### src/hw/rtl/sps_pkg.sv
package sps_pkg;

	localparam int unsigned CAPACITY_DEF = 64;
	localparam int unsigned FUNC_W = 2;
	localparam int unsigned POS_W = 32;
	localparam int unsigned FREQ_W = 32;
	localparam int unsigned COUNT_OUT_W = 7;

	typedef logic [FUNC_W-1:0] func_t;
	typedef logic [POS_W-1:0] pos_t;
	typedef logic [FREQ_W-1:0] freq_t;
	typedef logic [COUNT_OUT_W-1:0] count_out_t;

	localparam func_t FUNC_ADD = 2'd0;
	localparam func_t FUNC_REMOVE = 2'd1;
	localparam func_t FUNC_RANGE = 2'd2;

endpackage

### src/hw/rtl/sorted_position_set.sv
// Channel   Handshake      Ports
// command   start / busy   func, position_first, position_last, frequency_increment
// result    done strobe    status, removed_count, entries_held, frequency_total_out
//
// A word is taken at a clock edge where start is high and busy is low.
// Every operation makes one linear pass over the held entries through a single
// memory read port; an add stops early when it meets its position, or a larger one in a full set.
// An unused func code is answered in the cycle after it is taken.
// The result stands for one cycle under done; the receiver cannot stall it.
// Reset empties the set and clears the total; the memory itself is not cleared.
module sorted_position_set #(
	parameter int unsigned CAPACITY = sps_pkg::CAPACITY_DEF
) (
	input  logic                clk,
	input  logic                arst_n,
	input  logic                start,
	output logic                busy,
	input  sps_pkg::func_t      func,
	input  sps_pkg::pos_t       position_first,
	input  sps_pkg::pos_t       position_last,
	input  sps_pkg::freq_t      frequency_increment,
	output logic                done,
	output logic                status,
	output sps_pkg::count_out_t removed_count,
	output sps_pkg::count_out_t entries_held,
	output sps_pkg::freq_t      frequency_total_out
);
	import sps_pkg::*;

	localparam int unsigned IW = (CAPACITY > 1) ? $clog2(CAPACITY) : 1;
	localparam int unsigned CW = $clog2(CAPACITY + 1);
	localparam logic [CW-1:0] CAP_C = CW'(CAPACITY);

	localparam logic [1:0] S_IDLE = 2'd0;
	localparam logic [1:0] S_ADD = 2'd1;
	localparam logic [1:0] S_CMP = 2'd2;

	logic [1:0] state_q;
	logic [CW-1:0] count_q;
	logic [CW-1:0] ra_q;
	logic [CW-1:0] w_q;
	logic ins_q;
	freq_t total_q;

	pos_t first_q;
	pos_t last_q;
	pos_t carry_q;

	pos_t mem [CAPACITY];
	pos_t rd_s1;
	logic rv_s1;
	logic [IW-1:0] ri_s1;

	logic done_q;
	logic status_q;
	logic [CW-1:0] removed_q;
	logic [CW-1:0] held_q;
	freq_t tot_out_q;

	logic re_c;
	logic we_c;
	logic [IW-1:0] wa_c;
	pos_t wd_c;
	logic gt_c;
	logic eq_c;
	logic le_last_c;
	logic keep_c;
	logic end_c;
	logic full_c;

	assign busy = (state_q != S_IDLE);
	assign done = done_q;
	assign status = status_q;
	assign removed_count = COUNT_OUT_W'(removed_q);
	assign entries_held = COUNT_OUT_W'(held_q);
	assign frequency_total_out = tot_out_q;

	always_comb begin
		gt_c = (rd_s1 > first_q);
		eq_c = (rd_s1 == first_q);
		le_last_c = (rd_s1 <= last_q);
		keep_c = !((gt_c || eq_c) && le_last_c);
		full_c = (count_q == CAP_C);
		end_c = !rv_s1 && (ra_q == count_q);
		re_c = (state_q != S_IDLE) && (ra_q < count_q);
		we_c = 1'b0;
		wa_c = ri_s1;
		wd_c = carry_q;
		unique case (state_q)
			S_ADD: begin
				if (rv_s1) begin
					if (ins_q) begin
						we_c = 1'b1;
					end else if (gt_c && !full_c) begin
						we_c = 1'b1;
						wd_c = first_q;
					end
				end else if (end_c && (ins_q || !full_c)) begin
					we_c = 1'b1;
					wa_c = count_q[IW-1:0];
					wd_c = ins_q ? carry_q : first_q;
				end
			end
			S_CMP: begin
				if (rv_s1 && keep_c) begin
					we_c = 1'b1;
					wa_c = w_q[IW-1:0];
					wd_c = rd_s1;
				end
			end
			default: begin
				we_c = 1'b0;
			end
		endcase
	end

	always_ff @(posedge clk) begin
		if (we_c) begin
			mem[wa_c] <= wd_c;
		end
		if (re_c) begin
			rd_s1 <= mem[ra_q[IW-1:0]];
			ri_s1 <= ra_q[IW-1:0];
		end
	end

	always_ff @(posedge clk) begin
		if (state_q == S_IDLE && start) begin
			first_q <= position_first;
			last_q <= (func == FUNC_REMOVE) ? position_first : position_last;
		end
		if (state_q == S_ADD && rv_s1) begin
			carry_q <= rd_s1;
		end
	end

	always_ff @(posedge clk or negedge arst_n) begin
		if (!arst_n) begin
			state_q <= S_IDLE;
			count_q <= '0;
			ra_q <= '0;
			w_q <= '0;
			ins_q <= 1'b0;
			total_q <= '0;
			rv_s1 <= 1'b0;
			done_q <= 1'b0;
			status_q <= 1'b0;
			removed_q <= '0;
			held_q <= '0;
			tot_out_q <= '0;
		end else begin
			done_q <= 1'b0;
			rv_s1 <= re_c;
			if (re_c) begin
				ra_q <= ra_q + 1'b1;
			end
			unique case (state_q)
				S_IDLE: begin
					ra_q <= '0;
					w_q <= '0;
					ins_q <= 1'b0;
					if (start) begin
						if (func == FUNC_ADD) begin
							total_q <= total_q + frequency_increment;
							state_q <= S_ADD;
						end else if (func == FUNC_REMOVE || func == FUNC_RANGE) begin
							state_q <= S_CMP;
						end else begin
							done_q <= 1'b1;
							status_q <= 1'b0;
							removed_q <= '0;
							held_q <= count_q;
							tot_out_q <= total_q;
						end
					end
				end
				S_ADD: begin
					if (rv_s1) begin
						if (!ins_q && (eq_c || (gt_c && full_c))) begin
							state_q <= S_IDLE;
							done_q <= 1'b1;
							status_q <= !eq_c;
							removed_q <= '0;
							held_q <= count_q;
							tot_out_q <= total_q;
						end else if (!ins_q && gt_c) begin
							ins_q <= 1'b1;
						end
					end else if (end_c) begin
						state_q <= S_IDLE;
						done_q <= 1'b1;
						removed_q <= '0;
						tot_out_q <= total_q;
						if (ins_q || !full_c) begin
							count_q <= count_q + 1'b1;
							held_q <= count_q + 1'b1;
							status_q <= 1'b0;
						end else begin
							held_q <= count_q;
							status_q <= 1'b1;
						end
					end
				end
				S_CMP: begin
					if (rv_s1) begin
						if (keep_c) begin
							w_q <= w_q + 1'b1;
						end
					end else if (end_c) begin
						state_q <= S_IDLE;
						count_q <= w_q;
						done_q <= 1'b1;
						status_q <= 1'b0;
						removed_q <= count_q - w_q;
						held_q <= w_q;
						tot_out_q <= total_q;
					end
				end
				default: begin
					state_q <= S_IDLE;
				end
			endcase
		end
	end

endmodule
### config.mk
export PLATFORM = sky130hd
export DESIGN_NAME = sorted_position_set
export DESIGN_NICKNAME = d
export VERILOG_FILES = /design/src/hw/rtl/sps_pkg.sv /design/src/hw/rtl/sorted_position_set.sv
export SDC_FILE = /design/constraint.sdc
export NUM_CORES = 2
export LEC_CHECK = 0
export ABC_AREA = 0
export BUFFER_PORTS_ARGS = -buffer_cell sky130_fd_sc_hd__buf_2
export CORE_MARGIN = 1.5
export CORE_UTILIZATION = 48
export DETAILED_ROUTE_END_ITERATION = 8
export HOLD_SLACK_MARGIN = 0.02
export PLACE_DENSITY_LB_ADDON = 0.08
export SYNTH_ARGS = -nofsm -noshare
export SYNTH_HDL_FRONTEND = slang
export SYNTH_SLANG_ARGS = --single-unit
### constraint.sdc
create_clock -name clk -period 6.8 [get_ports clk]
set_input_delay 1.36 -clock clk [delete_from_list [all_inputs] [get_ports clk]]
set_output_delay 1.36 -clock clk [all_outputs]
set_load 0.01 [all_outputs]
* Word level (Yosys, flattened, before mapping)
Memories as Yosys holds them, arrays and structs flattened. A register that Yosys moved wholly into a read port is not among the register bits.
Index checks and enable logic that the tools add are counted.
** Cells by class
- Add/sub/neg operators :: 5
- Magnitude comparators :: 3
- Equal/unequal tests :: 22
- Muxes and demuxes :: 84
- Reduce and logical (&&, ||, !) cells :: 35
** Operator list (count)
- 32-bit two-way mux :: 14
- 7-bit two-way mux :: 22
- 32-bit case mux with 3 select lines :: 1
- 32-bit case mux with 2 select lines :: 1
- 7-bit case mux with 3 select lines :: 2
- 32-bit adder :: 1
- 32-bit equality test :: 1
- 32-bit greater-than comparator :: 1
- 32-bit less-or-equal comparator :: 1
- 7-bit case mux with 2 select lines :: 2
- 1-bit two-way mux :: 26
- 2-bit inequality test, second input constant :: 11
- 7-bit by 1-bit adder with 7-bit output, second input constant :: 3
- 6-bit two-way mux :: 3
- 2-bit two-way mux :: 7
- 6-bit case mux with 2 select lines :: 1
- 1-bit logical AND :: 11
- 2-bit nonzero test :: 5
- 4-bit AND reduction :: 2
- 8-bit AND reduction :: 1
- 7-bit equality test :: 1
- 7-bit equality test, second input constant :: 1
- 7-bit < comparator :: 1
- 7-bit subtractor :: 1
- other kinds (16) :: 29
** Storage, ports and cells
- Bits in registers :: 207
- Bits in writable memories :: 2048
- Input bits :: 101
- Output and inout bits :: 49
- Word-level logic and storage cells :: 166
- Memories kept :: 1
** Memory list
- mem :: words 64, width 32, read ports 1, clocked after Yosys merged registers in 1, write ports 1, line sorted_position_set.sv:49 : pos_t mem [CAPACITY];

* Logic depth before layout (Yosys ltp)
- Word-level depth :: 9
- Gate-level depth with buffers :: 16
- Mapped depth without buffers :: 13

* Worst setup path before layout
OpenSTA, ideal clock, no wires.
- Kind :: register to register
- Start point :: register ra_q[0]
- End point :: memory mem[12][0] in the netlist's numbering (enable)
- Library setup time :: 0.461 ns
- Arrival time :: 5.750 ns
- Required time :: 6.339 ns
- Path slack :: 0.589 ns
- Stages on the path, launching flop included :: 15
- Path buffers :: 3
- Clock period less this slack :: 6.211 ns
- Cells stage by stage :: dfrtp_1 > clkbuf_1 > buf_2 > buf_1 > inv_1 > ha_1 > nand4_1 > nor3_2 > and2b_1 > o21ai_0 > a21o_1 > or4b_4 > a21oi_4 > nand2_2 > nor3_1
** Between the ends
- Longest elaborated chain between the ends :: 8
- Elaborated cells on any way between the ends :: 11
- Classes of those cells :: eq/ne: 1; mux: 8; reduce/logical: 2
** Ends and longest elaborated chain
- start: declaration :: line sorted_position_set.sv:40 : logic [CW-1:0] ra_q;
- start signal: assignment :: line sorted_position_set.sv:155 : ra_q <= ra_q + 1'b1;
- 7-bit equality test (*) :: line sorted_position_set.sv:84 : end_c = !rv_s1 && (ra_q == count_q);
- 1-bit logical AND (*) :: line sorted_position_set.sv:84
- 1-bit logical AND (*) :: line sorted_position_set.sv:98 : end else if (end_c && (ins_q || !full_c)) begin
- 1-bit two-way mux :: line sorted_position_set.sv:98
- 1-bit two-way mux :: line sorted_position_set.sv:91 : if (rv_s1) begin
- 1-bit case mux with 2 select lines :: line sorted_position_set.sv:89 : unique case (state_q)
- 1-bit two-way mux :: line sorted_position_set.sv:118 : if (we_c) begin
- 1-bit two-way mux (not written as such) :: line sorted_position_set.sv:119 : mem[wa_c] <= wd_c;
- end: declaration :: line sorted_position_set.sv:49
Every way passes the cells marked *; elsewhere a longest branch is shown, timed or not.

* Worst setup path in the final report
- Start point :: register first_q[14]
- End point :: memory mem[54][14] in the netlist's numbering (enable)
** Between the ends
- Longest elaborated chain between the ends :: 9
- Elaborated cells on any way between the ends :: 16
- Classes of those cells :: order compare: 1; eq/ne: 1; mux: 9; reduce/logical: 5
** Ends and longest elaborated chain
- start: declaration :: line sorted_position_set.sv:45 : pos_t first_q;
- start signal: assignment :: line sorted_position_set.sv:129 : first_q <= position_first;
- 32-bit greater-than comparator / 32-bit equality test (equally long branches) :: line sorted_position_set.sv:79, sorted_position_set.sv:80
- 1-bit logical OR :: line sorted_position_set.sv:82 : keep_c = !((gt_c || eq_c) && le_last_c);
- 1-bit logical AND :: line sorted_position_set.sv:82
- 1-bit zero test :: line sorted_position_set.sv:82
- 1-bit logical AND :: line sorted_position_set.sv:105 : if (rv_s1 && keep_c) begin
- 1-bit two-way mux :: line sorted_position_set.sv:105
- 1-bit case mux with 2 select lines :: line sorted_position_set.sv:89
- 1-bit two-way mux :: line sorted_position_set.sv:118
- 1-bit two-way mux (not written as such) :: line sorted_position_set.sv:119
Parallel ways exist; a longest one is shown, timed or not.

==> flow_metrics.py <==
metrics = {
    "global_routing": {
        "grt_pass1_wl_um": 332000,
        "grt_use_total_pct": 23.55,
        "grt_start_max_net_pins": 120,
        "antenna_found_initial": 32,
        "overflow": 0,
        "grt_pass1_vias": 45060,
    },
    "cts": {
        "cts_max_level": 4,
        "post-cts-setup-buffer-count": 0,
        "cts_tree": "done",
        "cts_root_buf": "clkbuf_16",
        "numCtsBuffers": 231,
        "cts_max_path_buffers": 3,
        "hold_buffers": 0,
        "clk_pin_slew_ns": 0.06,
        "clk_latency_ns": 0.85,
        "numClockSinks": 2287,
        "post_cts_resized": 0,
    },
    "sta": {
        "final_max_slew_viol_count": 0,
        "setup_viol": 0,
        "rsz0062_at_grt": "false",
        "fin_crit_ns": 5.415,
        "hold_viol": 0,
        "max_slew.worst_pin.slew_ns": 1.256,
        "fmax_mhz": 184.7,
        "setup-tns-final_ns": 0,
        "relSlewSlack_pct": 16.30,
        "fin_crit_sh_pct": 79.63,
        "clock_skew_ns": 0.03067,
    },
    "place": {
        "hpwl_um": 140900,
        "gp_congestion": 0.8593,
        "dp_cells": 7014,
        "io_buffer_count": 149,
    },
    "critical_path": {
        "cp_cell_sequence": "inv_1 -> ha_1 -> nand4_1 -> a211oi_1 -> o41a_1 -> nor2_1 -> and2_4 -> o21a_4 -> o211ai_1 -> nand3_1 -> nor3_4 -> buf_4",
        "r2r-start": "first_q[14]",
        "r2r_end": "mem[54][14]",
        "crit_arrival_ns": 5.89,
        "critPathLaunchType": "register",
        "worst-setup-path-type": "reg -> reg",
        "slowest_delay_ns": 0.80,
        "required_ns": 7.27,
        "rrSetupSlack_ns": 1.39,
        "r2r_cells": 12,
        "critPathCaptureType": "register",
        "cp_max_fo": 32,
        "slowest_stage": "nand3_1",
    },
    "synth": {
        "synth_ff_type": "edfxtp_1",
        "synth_area_leaders": "edfxtp_1, mux4_2, dfrtp_1",
        "yosys.area.top_type_share_pct": 70.75,
        "synthArstFlopShare_pct": 4.591,
        "yosysSeqAreaShare_pct": 73.59,
        "syn_nets": 4645,
        "ys_seq_elements": 2287,
        "synth.cell_area_um2": 92610,
        "syn_area_per_cell_um2": 20.94,
        "synth.distinct_cells": 71,
        "synth-edff-count": 2182,
        "ys_warn_count": 0,
        "synth_cells": 4423,
        "yosys.area.top_type": "edfxtp_1",
    },
    "hold_path": {
        "min_to": "carry_q[0]",
        "hp-start": "rd_s1[0]",
        "min_path_type": "reg -> reg",
        "hold_depth": 0,
    },
    "floorplanning": {
        "rows": 161,
        "die_h_um": 442.2,
        "initial_core_util_pct": 48.19,
        "io_pins": 150,
        "core_area_um2": 192200,
        "die_w_um": 442.2,
        "die_area_um2": 195600,
    },
    "routing": {
        "wl_um": 229200,
        "first_iter_violations": 4834,
        "drtAntennaViolNets": 0,
        "drt_pass1_iterations": 7,
        "num_vias": 44990,
        "wire_per_inst_um": 30.78,
        "drt_drc_violations_left": 0,
        "vias_per_cell": 6.041,
    },
    "power_and_ir_drop": {
        "irDropWorstVdd_mv": 0.3506,
        "p_leak_nw": 33.36,
        "power-per-cell-area_nw_per_um2": 441.6,
    },
    "flow_run": {
        "maxCapViolations": 0,
    },
    "layout": {
        "drive_above_1_share_pct": 30.09,
        "nets": 4943,
        "layout.cells.non_filler": 7447,
        "areaGrowthSynthToFinish_pct": 13.31,
    },
    "run_status": {
        "outcome": "finished clean",
    },
}
[cells in the mapped netlist, drive strengths merged, types with 35 or more instances]
cell type and number:
edfxtp 2182, a22o 35, inv 109, nor3 82, clkbuf 158, dfrtp 105, o21ai 185, nand2 86
mux2i 41, nor2 82, o21a 40, mux2 66, mux4 672, buf 81, a21oi 115, ha 119
[worst max-delay path by stage]
stage,start,endpoint
global route,rd_s1[11],mem[32][10]
CTS,rd_s1[14],mem[54][14]
finish,first_q[14],mem[54][14]
detailed placement,rd_s1[14],mem[54][9]
global placement,rd_s1[14],mem[54][9]
floorplan,ra_q[0],mem[12][0]
[sequential cells by signal, summed over array words and instances (netlist names)]
| register | count |
|---|---|
| ri_s1 | 6 |
| entries_held | 7 |
| total_q | 32 |
| rd_s1 | 32 |
| removed_count | 7 |
| first_q | 32 |
| carry_q | 32 |
| mem | 2048 |
| count_q | 7 |
| status | 1 |
| state_q | 2 |
| ra_q | 7 |
| last_q | 32 |
| rv_s1 | 1 |
| done | 1 |
| ins_q | 1 |
| frequency_total_out | 32 |
| w_q | 7 |
[stage by stage]
| stage | cell area [um2] | setup WS (ns) | power (mW) | hold slack [ns] | utilization (%) |
|---|---|---|---|---|---|
| after floorplan | 92610 | 0.5895 | 28.36 | 0.4264 | - |
| after global placement | 97570 | 1.584 | 34.24 | 0.4358 | 50.77 |
| after detailed placement | 97570 | 1.503 | 34.45 | 0.4362 | 50.77 |
| after CTS | 104900 | 1.471 | 46.81 | 0.4581 | 54.60 |
| after global routing | 104900 | 1.224 | 48.22 | 0.4735 | 54.60 |
| final | 104900 | 1.385 | 46.34 | 0.4603 | 54.60 |
[area by class of cell]
class | instances | area [um2]
repair buffers | 304 | 2212
fillers | 14700 | 87240
flip-flops and latches | 2287 | 68170
multi-input cells | 1786 | 23610
inverters | 111 | 416.7
clock buffers | 289 | 6125
clock inverters | 139 | 1229
diodes | 5 | 12.51
well taps | 2526 | 3161
[report_power, final]
part | leakage [nW] | switching (mW) | internal (mW)
clock network | 3.58 | 5.28 | 7.13
logic | 8.75 | 9.52 | 4.42
registers | 21.0 | 0.515 | 19.5
[logic make-up (layout without fill, tap and decap cells)]
logic type,count (synthesis),count (layout),synth area share (%)
flops,2287,2287,73.59
mux,779,779,17.59
xor+xnor,41,41,0.3878
buf+inv,350,843,1.502
other cells,0,5,0
simple gates,352,352,1.977
fa+ha+maj,121,121,1.651
compound gates,493,493,3.305
[cell usage in the layout (no fill, tap or decap), drive strengths merged, types with 41 or more instances in the layout]
cell type,n
mux4,672
nor3,82
inv,112
buf,304
mux2,66
o21ai,185
dfrtp,105
ha,119
nor2,82
a21oi,115
clkinv,112
mux2i,41
clkbuf,289
edfxtp,2182
nand2,86
[layer usage]
metal / vias to the layer above / share of wire, % / global-route usage (%)
li1: 19110 / - / -
met1: 24160 / 45 / 35.87
met2: 1438 / 47 / 36.61
met3: 270 / 6.2 / 3.518
met4: 10 / 1.6 / 4.603
met5: - / 0.031 / 0
[worst max-delay path: cells and delay by family (launching register included)]
kind,cells,cell delay [ns]
fa+ha+maj,1,0.32
simple gates,5,1.73
buf+inv,2,0.58
compound gates,4,1.94
flops,1,0.43
(Power assumes the default switching activity.)
